===== config.mk =====
export PLATFORM = sky130hd
export DESIGN_NAME = go_to_goal_p_controller
export DESIGN_NICKNAME = d
export VERILOG_FILES = /design/src/rtl/gtg_pkg.sv /design/src/rtl/go_to_goal_p_controller.sv
export SDC_FILE = /design/constraint.sdc
export NUM_CORES = 2
export LEC_CHECK = 0
export BUFFER_PORTS_ARGS = -buffer_cell sky130_fd_sc_hd__buf_2
export CORE_MARGIN = 4
export CORE_UTILIZATION = 65
export DETAILED_ROUTE_END_ITERATION = 6
export PLACE_DENSITY = 0.83
export SLEW_MARGIN = 40
export SYNTH_ARGS = -nofsm -noshare
export SYNTH_HDL_FRONTEND = slang
export SYNTH_SLANG_ARGS = --single-unit

===== constraint.sdc =====
create_clock -name clk_i -period 18.1 [get_ports clk_i]
set_input_delay 0.905 -clock clk_i [delete_from_list [all_inputs] [get_ports clk_i]]
set_output_delay 0.905 -clock clk_i [all_outputs]
set_load 0.005 [all_outputs]

===== src/rtl/gtg_pkg.sv =====
// Shared types, constants and the arctangent table of the go-to-goal controller.
`default_nettype none
package gtg_pkg;

  // Number of CORDIC vectoring steps by default.
  localparam int CordicStepsDef = 14;
  // Length of the arctangent table; the step count is meant not to exceed it, which the block does not enforce.
  localparam int AtanLen = 20;

  // Angle constants in Q3.12 radians.
  localparam logic signed [15:0] PiQ12    = 16'sd12868;
  localparam logic signed [16:0] PiQ12W   = 17'sd12868;
  localparam logic signed [16:0] TwoPiQ12 = 17'sd25736;

  // Width of the sum of squares and the root iteration count.
  localparam int SqW       = 34;
  localparam int SqrtIters = SqW / 2;

  // Configuration register indexes.
  typedef enum logic [2:0] {
    CFG_TURN_GAIN  = 3'd0,
    CFG_DRIVE_GAIN = 3'd1,
    CFG_ANGLE_DB   = 3'd2,
    CFG_DIST_DB    = 3'd3,
    CFG_WIN_HIGH   = 3'd4,
    CFG_WIN_LOW    = 3'd5,
    CFG_SPEED_CAP  = 3'd6
  } cfg_idx_e;

  // Controller mode, also the phase reported with each command.
  typedef enum logic [1:0] {
    MODE_IDLE  = 2'd0,
    MODE_TURN  = 2'd1,
    MODE_DRIVE = 2'd2
  } mode_e;

  // Input item kinds.
  typedef enum logic {
    ACT_GOAL = 1'b0,
    ACT_POSE = 1'b1
  } action_e;

  // Sequencer states.
  typedef enum logic [3:0] {
    S_IDLE,
    S_CORD_INIT,
    S_CORD,
    S_CORD_END,
    S_ERR,
    S_TURN_MUL,
    S_TURN_FIN,
    S_SQ_X,
    S_SQ_Y,
    S_SQ_SUM,
    S_SQRT,
    S_DIST,
    S_DRV_FIN,
    S_EMIT
  } state_e;

  // Rounded arctangent of 2^-i in Q3.12 radians.
  function automatic logic [11:0] atan_q12(input int i);
    logic [11:0] r;
    case (i)
      0:  r = 12'd3217;
      1:  r = 12'd1899;
      2:  r = 12'd1003;
      3:  r = 12'd509;
      4:  r = 12'd256;
      5:  r = 12'd128;
      6:  r = 12'd64;
      7:  r = 12'd32;
      8:  r = 12'd16;
      9:  r = 12'd8;
      10: r = 12'd4;
      11: r = 12'd2;
      12: r = 12'd1;
      default: r = 12'd0;
    endcase
    return r;
  endfunction

endpackage
`default_nettype wire


===== src/rtl/go_to_goal_p_controller.sv =====
// Top level of the go-to-goal controller: turn toward the goal, then drive to it.
//
//  Channel | Direction | Handshake               | Payload
//  --------+-----------+-------------------------+-------------------------------------
//  in      | input     | in_valid_i / in_ready_o | action, goal_x/y, pose_x/y/heading
//  out     | output    | out_valid_o/out_ready_i | forward_speed, turn_rate, phase, arrived
//  cfg     | input     | cfg_we_i (no wait)      | cfg_idx_i, cfg_data_i
//
// A goal with no known pose only stores the target; with a pose known, the
// CORDIC rotator computes the bearing. A pose computes the heading error and,
// while turning, the turn rate; driving adds the bit-pair square root loop,
// and the rotator runs first when a bearing is still owed. One multiplier is shared.
// Reset clears state and loads register defaults; the result register lets
// a new item be taken while a command waits for its transfer.
`default_nettype none
module go_to_goal_p_controller
  import gtg_pkg::*;
#(
  parameter int CORDIC_STEPS = CordicStepsDef
) (
  input  wire logic               clk_i,
  input  wire logic               rst_ni,
  input  wire logic               in_valid_i,
  output logic                    in_ready_o,
  input  wire logic               action_i,
  input  wire logic signed [15:0] goal_x_i,
  input  wire logic signed [15:0] goal_y_i,
  input  wire logic signed [15:0] pose_x_i,
  input  wire logic signed [15:0] pose_y_i,
  input  wire logic signed [14:0] pose_heading_i,
  output logic                    out_valid_o,
  input  wire logic               out_ready_i,
  output logic [14:0]             forward_speed_o,
  output logic signed [15:0]      turn_rate_o,
  output logic [1:0]              phase_o,
  output logic                    arrived_o,
  input  wire logic               cfg_we_i,
  input  wire logic [2:0]         cfg_idx_i,
  input  wire logic [15:0]        cfg_data_i
);

  localparam int MaxIters = (CORDIC_STEPS > SqrtIters) ? CORDIC_STEPS : SqrtIters;
  localparam int CntW = $clog2(MaxIters + 1);

  // Configuration registers.
  logic [15:0] turn_gain_q, drive_gain_q;
  logic [13:0] angle_db_q;
  logic [14:0] dist_db_q, speed_cap_q;
  logic signed [15:0] win_high_q, win_low_q;

  // Controller state.
  logic signed [15:0] cur_x_q, cur_y_q, tgt_x_q, tgt_y_q, bearing_q;
  logic signed [14:0] cur_h_q;
  logic pose_seen_q, pending_q, from_goal_q;
  mode_e mode_q;
  state_e state_q, state_d;

  // Datapath registers.
  logic [CntW-1:0] cnt_q;
  logic signed [27:0] cx_q, cy_q;
  logic signed [15:0] cz_q;
  logic [13:0] mag_q;
  logic err_neg_q;
  logic [15:0] adx_q, ady_q;
  logic [SqW-1:0] prod_q, acc_q, rem_q, bit_q;
  logic [SqW:0] root_q;
  logic [14:0] res_speed_q;
  logic signed [15:0] res_turn_q;
  logic res_arrived_q;

  // Output register.
  logic out_valid_q;
  logic [14:0] out_speed_q;
  logic signed [15:0] out_turn_q;
  logic [1:0] out_phase_q;
  logic out_arrived_q;

  logic in_fire, emit;

  assign in_ready_o = (state_q == S_IDLE);
  assign in_fire = in_valid_i && in_ready_o;
  assign emit = (state_q == S_EMIT) && (!out_valid_q || out_ready_i);

  // Window clamp of the goal coordinates, high bound first.
  logic signed [15:0] gx_clamp, gy_clamp;
  always_comb begin
    if (goal_x_i > win_high_q) begin
      gx_clamp = win_high_q;
    end else if (goal_x_i < win_low_q) begin
      gx_clamp = win_low_q;
    end else begin
      gx_clamp = goal_x_i;
    end
    if (goal_y_i > win_high_q) begin
      gy_clamp = win_high_q;
    end else if (goal_y_i < win_low_q) begin
      gy_clamp = win_low_q;
    end else begin
      gy_clamp = goal_y_i;
    end
  end

  // Offset from the pose to the target.
  logic signed [16:0] dx, dy;
  logic [16:0] adx_w, ady_w;
  assign dx = {tgt_x_q[15], tgt_x_q} - {cur_x_q[15], cur_x_q};
  assign dy = {tgt_y_q[15], tgt_y_q} - {cur_y_q[15], cur_y_q};
  assign adx_w = dx[16] ? 17'(-dx) : 17'(dx);
  assign ady_w = dy[16] ? 17'(-dy) : 17'(dy);

  // Wrapped heading error and its magnitude.
  logic signed [16:0] err_raw, err_w;
  logic [16:0] err_abs;
  logic [13:0] mag_w;
  always_comb begin
    err_raw = {bearing_q[15], bearing_q} - {{2{cur_h_q[14]}}, cur_h_q};
    if (err_raw > PiQ12W) begin
      err_w = err_raw - TwoPiQ12;
    end else if (err_raw <= -PiQ12W) begin
      err_w = err_raw + TwoPiQ12;
    end else begin
      err_w = err_raw;
    end
    err_abs = err_w[16] ? 17'(-err_w) : 17'(err_w);
    mag_w = err_abs[13:0];
  end

  // CORDIC rotator step.
  logic signed [27:0] xs, ys;
  logic [11:0] atan_w;
  assign xs = cx_q >>> cnt_q;
  assign ys = cy_q >>> cnt_q;
  assign atan_w = atan_q12(int'(cnt_q));

  // Square root step.
  logic [SqW:0] trial;
  assign trial = root_q + {1'b0, bit_q};

  // Shared multiplier.
  logic [16:0] mul_a, mul_b;
  logic [SqW-1:0] prod;
  always_comb begin
    case (state_q)
      S_TURN_MUL: begin
        mul_a = {3'b0, mag_q};
        mul_b = {1'b0, turn_gain_q};
      end
      S_SQ_X: begin
        mul_a = {1'b0, adx_q};
        mul_b = {1'b0, adx_q};
      end
      S_SQ_Y: begin
        mul_a = {1'b0, ady_q};
        mul_b = {1'b0, ady_q};
      end
      default: begin
        mul_a = root_q[16:0];
        mul_b = {1'b0, drive_gain_q};
      end
    endcase
  end
  assign prod = mul_a * mul_b;

  // Saturated turn rate and capped speed from the product.
  logic [21:0] turn_mag;
  logic [25:0] speed_full;
  logic signed [15:0] turn_sat;
  logic [14:0] speed_sat;
  always_comb begin
    turn_mag = prod_q[33:12];
    if (err_neg_q) begin
      turn_sat = (turn_mag > 22'd32768) ? 16'sh8000 : 16'(-turn_mag);
    end else begin
      turn_sat = (turn_mag > 22'd32767) ? 16'sh7fff : 16'(turn_mag);
    end
    speed_full = prod_q[33:8];
    speed_sat = (speed_full > 26'(speed_cap_q)) ? speed_cap_q : speed_full[14:0];
  end

  // Sequencer next state.
  always_comb begin
    state_d = state_q;
    case (state_q)
      S_IDLE: begin
        if (in_fire) begin
          if (action_i == ACT_GOAL) begin
            state_d = pose_seen_q ? S_CORD_INIT : S_IDLE;
          end else begin
            state_d = pending_q ? S_CORD_INIT : S_ERR;
          end
        end
      end
      S_CORD_INIT: state_d = (dx == '0 && dy == '0) ? S_CORD_END : S_CORD;
      S_CORD: begin
        if (cnt_q == CntW'(CORDIC_STEPS - 1)) begin
          state_d = S_CORD_END;
        end
      end
      S_CORD_END: state_d = from_goal_q ? S_IDLE : S_ERR;
      S_ERR: begin
        if (mode_q == MODE_IDLE) begin
          state_d = S_EMIT;
        end else if (mode_q == MODE_TURN && mag_w > angle_db_q) begin
          state_d = S_TURN_MUL;
        end else begin
          state_d = S_SQ_X;
        end
      end
      S_TURN_MUL: state_d = S_TURN_FIN;
      S_TURN_FIN: state_d = S_EMIT;
      S_SQ_X:     state_d = S_SQ_Y;
      S_SQ_Y:     state_d = S_SQ_SUM;
      S_SQ_SUM:   state_d = S_SQRT;
      S_SQRT: begin
        if (cnt_q == CntW'(SqrtIters - 1)) begin
          state_d = S_DIST;
        end
      end
      S_DIST:    state_d = (root_q[16:0] > {2'b0, dist_db_q}) ? S_DRV_FIN : S_EMIT;
      S_DRV_FIN: state_d = S_EMIT;
      S_EMIT: begin
        if (emit) begin
          state_d = S_IDLE;
        end
      end
      default: state_d = S_IDLE;
    endcase
  end

  // State register.
  always_ff @(posedge clk_i or negedge rst_ni) begin
    if (!rst_ni) begin
      state_q <= S_IDLE;
    end else begin
      state_q <= state_d;
    end
  end

  // Configuration writes.
  always_ff @(posedge clk_i or negedge rst_ni) begin
    if (!rst_ni) begin
      turn_gain_q  <= 16'd256;
      drive_gain_q <= 16'd256;
      angle_db_q   <= 14'd41;
      dist_db_q    <= 15'd26;
      win_high_q   <= 16'sd2816;
      win_low_q    <= 16'sd0;
      speed_cap_q  <= 15'd512;
    end else if (cfg_we_i) begin
      case (cfg_idx_i)
        CFG_TURN_GAIN:  turn_gain_q  <= cfg_data_i;
        CFG_DRIVE_GAIN: drive_gain_q <= cfg_data_i;
        CFG_ANGLE_DB:   angle_db_q   <= cfg_data_i[13:0];
        CFG_DIST_DB:    dist_db_q    <= cfg_data_i[14:0];
        CFG_WIN_HIGH:   win_high_q   <= cfg_data_i;
        CFG_WIN_LOW:    win_low_q    <= cfg_data_i;
        CFG_SPEED_CAP:  speed_cap_q  <= cfg_data_i[14:0];
        default: ;
      endcase
    end
  end

  // Pose, target, bearing and mode.
  always_ff @(posedge clk_i or negedge rst_ni) begin
    if (!rst_ni) begin
      cur_x_q     <= '0;
      cur_y_q     <= '0;
      cur_h_q     <= '0;
      tgt_x_q     <= '0;
      tgt_y_q     <= '0;
      bearing_q   <= '0;
      pose_seen_q <= 1'b0;
      pending_q   <= 1'b0;
      from_goal_q <= 1'b0;
      mode_q      <= MODE_IDLE;
    end else begin
      if (in_fire) begin
        if (action_i == ACT_GOAL) begin
          tgt_x_q     <= gx_clamp;
          tgt_y_q     <= gy_clamp;
          mode_q      <= MODE_TURN;
          from_goal_q <= 1'b1;
          if (!pose_seen_q) begin
            pending_q <= 1'b1;
          end
        end else begin
          cur_x_q     <= pose_x_i;
          cur_y_q     <= pose_y_i;
          cur_h_q     <= pose_heading_i;
          pose_seen_q <= 1'b1;
          pending_q   <= 1'b0;
          from_goal_q <= 1'b0;
        end
      end
      if (state_q == S_CORD_END) begin
        if (cz_q > PiQ12) begin
          bearing_q <= PiQ12;
        end else if (cz_q < -PiQ12) begin
          bearing_q <= -PiQ12;
        end else begin
          bearing_q <= cz_q;
        end
      end
      if (state_q == S_ERR && mode_q == MODE_TURN && mag_w <= angle_db_q) begin
        mode_q <= MODE_DRIVE;
      end
      if (state_q == S_DIST && root_q[16:0] <= {2'b0, dist_db_q}) begin
        mode_q <= MODE_IDLE;
      end
    end
  end

  // Iteration counter for the rotator and the root loop.
  always_ff @(posedge clk_i or negedge rst_ni) begin
    if (!rst_ni) begin
      cnt_q <= '0;
    end else if (state_q == S_CORD || state_q == S_SQRT) begin
      cnt_q <= cnt_q + CntW'(1);
    end else begin
      cnt_q <= '0;
    end
  end

  // Arithmetic datapath.
  always_ff @(posedge clk_i) begin
    prod_q <= prod;
    case (state_q)
      S_CORD_INIT: begin
        if (dx < 0) begin
          cx_q <= -{{3{dx[16]}}, dx, 8'b0};
          cy_q <= -{{3{dy[16]}}, dy, 8'b0};
          cz_q <= (dy >= 0) ? PiQ12 : -PiQ12;
        end else begin
          cx_q <= {{3{dx[16]}}, dx, 8'b0};
          cy_q <= {{3{dy[16]}}, dy, 8'b0};
          cz_q <= '0;
        end
      end
      S_CORD: begin
        if (cy_q > 0) begin
          cx_q <= cx_q + ys;
          cy_q <= cy_q - xs;
          cz_q <= cz_q + $signed({4'b0, atan_w});
        end else begin
          cx_q <= cx_q - ys;
          cy_q <= cy_q + xs;
          cz_q <= cz_q - $signed({4'b0, atan_w});
        end
      end
      S_ERR: begin
        mag_q     <= mag_w;
        err_neg_q <= err_w[16];
        adx_q     <= adx_w[15:0];
        ady_q     <= ady_w[15:0];
      end
      S_SQ_Y: acc_q <= prod_q;
      S_SQ_SUM: begin
        rem_q  <= acc_q + prod_q;
        root_q <= '0;
        bit_q  <= {2'b01, {(SqW - 2){1'b0}}};
      end
      S_SQRT: begin
        if ({1'b0, rem_q} >= trial) begin
          rem_q  <= rem_q - trial[SqW-1:0];
          root_q <= (root_q >> 1) + {1'b0, bit_q};
        end else begin
          root_q <= root_q >> 1;
        end
        bit_q <= bit_q >> 2;
      end
      default: ;
    endcase
  end

  // Command staged for the output register.
  always_ff @(posedge clk_i) begin
    case (state_q)
      S_ERR: begin
        res_speed_q   <= '0;
        res_turn_q    <= '0;
        res_arrived_q <= 1'b0;
      end
      S_TURN_FIN: res_turn_q <= turn_sat;
      S_DIST: begin
        if (root_q[16:0] <= {2'b0, dist_db_q}) begin
          res_arrived_q <= 1'b1;
        end
      end
      S_DRV_FIN: res_speed_q <= speed_sat;
      default: ;
    endcase
  end

  // Output register and its transfer.
  always_ff @(posedge clk_i or negedge rst_ni) begin
    if (!rst_ni) begin
      out_valid_q <= 1'b0;
    end else if (emit) begin
      out_valid_q <= 1'b1;
    end else if (out_ready_i) begin
      out_valid_q <= 1'b0;
    end
  end

  always_ff @(posedge clk_i) begin
    if (emit) begin
      out_speed_q   <= res_speed_q;
      out_turn_q    <= res_turn_q;
      out_phase_q   <= mode_q;
      out_arrived_q <= res_arrived_q;
    end
  end

  assign out_valid_o     = out_valid_q;
  assign forward_speed_o = out_speed_q;
  assign turn_rate_o     = out_turn_q;
  assign phase_o         = out_phase_q;
  assign arrived_o       = out_arrived_q;

  // An arrival command carries no motion and reports the idle phase.
  a_arrive_idle: assert property (@(posedge clk_i) disable iff (!rst_ni)
    out_valid_o && arrived_o |-> phase_o == MODE_IDLE && forward_speed_o == '0
                                 && turn_rate_o == '0)
    else $error("arrival command carries motion");

  // While turning the block never drives forward.
  a_turn_no_speed: assert property (@(posedge clk_i) disable iff (!rst_ni)
    out_valid_o && phase_o == MODE_TURN |-> forward_speed_o == '0)
    else $error("forward speed while turning");

  // The rotator stops after the configured number of steps.
  a_cord_count: assert property (@(posedge clk_i) disable iff (!rst_ni)
    state_q == S_CORD |-> cnt_q < CntW'(CORDIC_STEPS))
    else $error("rotator step count overrun");

  // The root loop stops after one step per result bit.
  a_sqrt_count: assert property (@(posedge clk_i) disable iff (!rst_ni)
    state_q == S_SQRT |-> cnt_q < CntW'(SqrtIters))
    else $error("root step count overrun");

  // A command is loaded only after the previous one left.
  a_no_overwrite: assert property (@(posedge clk_i) disable iff (!rst_ni)
    emit |-> !out_valid_q || out_ready_i)
    else $error("pending command overwritten");

endmodule
`default_nettype wire


==> impl_metrics.toml <==
[sta]
min_period_over_period_pct = 50.0
tns_ps = 0
fin_skew_ps = 26.4
relSlewSlack_pct = 40.3
worst_pin_slew_ps = 892
layout_min_cycle_time_ps = 9050
hold_viol = 0
rsz0062_at_grt = "no"
drv_slew = 0
setup_viol = 0
clock.fmax_mhz = 110

[critical_path]
end_kind = "flop"
path_class = "reg -> reg"
worstReg2RegStart = "state_q[1]"
rr_endpoint = "prod_q[31]"
cp_max_fo = 43
worst_path_largest_cell_delay_ps = 760
r2r_setup_slack_ps = 9050
crit_path_frequent_cell = "fa_1"
cp-start-kind = "flop"
worstPathArrival_ps = 9590
reg2reg_depth = 28
required_ps = 18640
slowest_stage = "dfrtp_1"

[placed_design]
gp_congestion = 0.987
hpwl_mm = 109
port_buffers = 139

[yosys]
synth_area_leaders = "edfxtp_1, ha_1, dfrtp_1"
async_reset_ff_share_pct = 39.1
synth_fa_ha_area_share_pct = 20.1
synth_ff_type = "edfxtp_1"
ys_seq_area_share_pct = 30.6
synth_cells = 5269
avgSynthCellArea_um2 = 9.49
synth_top_family_by_area = "adder cells"
post_synth_xor_area_fraction_pct = 6.40
synth_warnings = 0
synth_top_area_share_pct = 18.3
synth_largest_area_cell = "edfxtp_1"
synth_simple_gate_area_share_pct = 13.9
synth-edff-count = 305
synth_mux_area_share_pct = 7.83
synthesis.nets = 6044
synth_seq_cells = 557
syn_area_um2 = 50000
synth_compound_area_share_pct = 16.0
synth.distinct_cells = 106

[clock_network]
postCtsSetupBuffers = 0
cts-hold-fix-buffers = 0
ctsResizeCount = 0
clkTransAtPathRegs_ps = 60
root_buffer = "clkbuf_16"
cts_tree = "yes"
cts.sinks = 557
cts_buffers = 66
clock_latency_ps = 620
clockBufferDepth = 3
htree_num_levels = 3

[routing]
drc = 6
wire_per_inst_um = 22.3
drt-vias-per-instance = 6.41
wl_mm = 144
via_count = 41400
first_pass_iters = 7
drt_iter0_drc = 4253
ant_nets = 0

[layout]
multi_input_comb_area_um2 = 32300
regArea_um2 = 15300
area_delta_synth_final_pct = 8.49
nets = 6139
drive_gt1_share_pct = 12.7
n_fill_cell = 5694

[grt]
grt_pass1_vias = 40700
grt_util_all_layers_pct = 35.0
grt_max_degree = 85
antenna_found_initial = 4
grt_pass1_wl_mm = 227
grt_overflow = 0

[floorplanning]
rows = 101
start_util_pct = 65.7
die_area_um2 = 81400
pin_count = 140
core_um2 = 76100
die_w_um = 285
die-height_um = 285

[status]
status = "finished with violations"
violations = "design-rule violations"

[worst_hold_path]
hp-class = "in -> async"

[run]
maxCapViolCount = 0
[final cells by class]
type	instances	area share, %
clock inverter	32	0.720
timing repair buffer	222	2.49
tap	1030	2.38
inverter	473	3.28
antenna	5	0.0231
clock buffer	89	3.32
multi-input combinational	4044	59.6
sequential	557	28.2
[cells in the final DEF, fill, tap and decap left out, drive strengths merged, types with 36 or more instances in the layout]
cell	n
nor3	85
nand2	538
dfrtp	206
buf	219
a21o	104
xor2	153
mux2	158
nor2	404
xnor2	206
clkbuf	92
fa	217
ha	454
o21ai	314
inv	476
and2	50
a21oi	302
nor2b	58
and3	42
mux4	69
a211oi	39
nand4	36
a31oi	63
nand3	107
edfxtp	305
o211ai	45
o21a	72
o21bai	38
nand2b	58
mux2i	58
[per-stage QoR]
stage | std cells | utilization, % | area, um^2 | hold WS [ps] | setup WS, ps
2_1_floorplan | 5269 | - | 50000 | 400 | 9330
3_3_place_gp | 6317 | 68.2 | 51900 | 401 | 9340
3_5_place_dp | 6322 | 68.3 | 52000 | 405 | 9180
4_1_cts | 6443 | 71.2 | 54200 | 256 | 9130
5_1_grt | 6450 | 71.3 | 54200 | 261 | 8550
6_report | 6452 | 71.3 | 54200 | 243 | 9050
[worst max path at each step]
stage	startpoint	end	slack, ps	cells past startpoint
floorplan	state_q[2]	prod_q[31]	9330	31
global placement	state_q[1]	prod_q[31]	9340	28
detailed placement	state_q[1]	prod_q[31]	9180	28
CTS	state_q[1]	prod_q[31]	9130	28
global route	state_q[1]	prod_q[31]	8550	28
finish	state_q[1]	prod_q[31]	9050	28
[cell usage after synthesis, types with 11 or more instances]
cell and n:
nor2_1 404, nand2b_1 57, nor3_1 82, nor4_1 18
o21ai_0 303, nor2b_1 57, a21boi_0 31, nand3_1 107
inv_1 468, xnor2_1 202, buf_2 15, o21bai_1 37
a22o_1 15, a31o_2 28, a21oi_1 301, clkbuf_1 150
fa_1 217, or2_2 15, xor2_1 150, a21o_1 104
a211oi_1 38, a221oi_1 23, nand2_1 537, dfxtp_1 34
nand4_1 36, edfxtp_1 305, mux4_2 69, o211ai_1 44
mux2_2 158, mux2i_1 58, a41oi_1 11, a211o_1 13
o21a_1 72, dfrtp_1 206, nor3b_1 13, or3_1 32
o31ai_1 23, a31oi_1 61, ha_1 454, and3_1 41
buf_1 20, dfstp_2 12, a221o_1 17, and2_1 50
[sequential cells by signal, indices dropped and copies added (netlist names), 17 cells and up]
| signal | count |
|---|---|
| prod_q | 34 |
| rem_q | 34 |
| cx_q | 28 |
| cy_q | 28 |
| bit_q | 17 |
| acc_q | 34 |
| root_q | 35 |
[routing by layer]
layer	global-route usage, %	vias to the layer above	wire length, um
met5	0	-	13
met4	17.4	2	8600
met3	6.65	401	13200
met2	55.4	2045	65200
met1	46.4	20000	57100
li1	-	18900	-
[critical path, delay by kind of cell, from the launching register on]
kind	cells	cell delay [ps]
buf+inv	5	800
fa+ha+maj	7	3310
flops	1	760
simple gates	5	1290
compound gates	10	2670
xor+xnor	1	130
[cell families (layout without fill, tap and decap cells)]
kind of cell             count (synthesis)  count (layout)
AND/OR/NAND/NOR                       1502            1502
other                                    0               5
adder cells (fa/ha/maj)                671             671
AO/OA/AOI/OAI                         1227            1227
flip-flops                             557             557
multiplexers                           285             285
XOR/XNOR                               359             359
buffers and inverters                  668             816
Power is left out: the tool's default activity adds up to more than one toggle a clock period on the data nets, which glitch-free logic cannot reach.
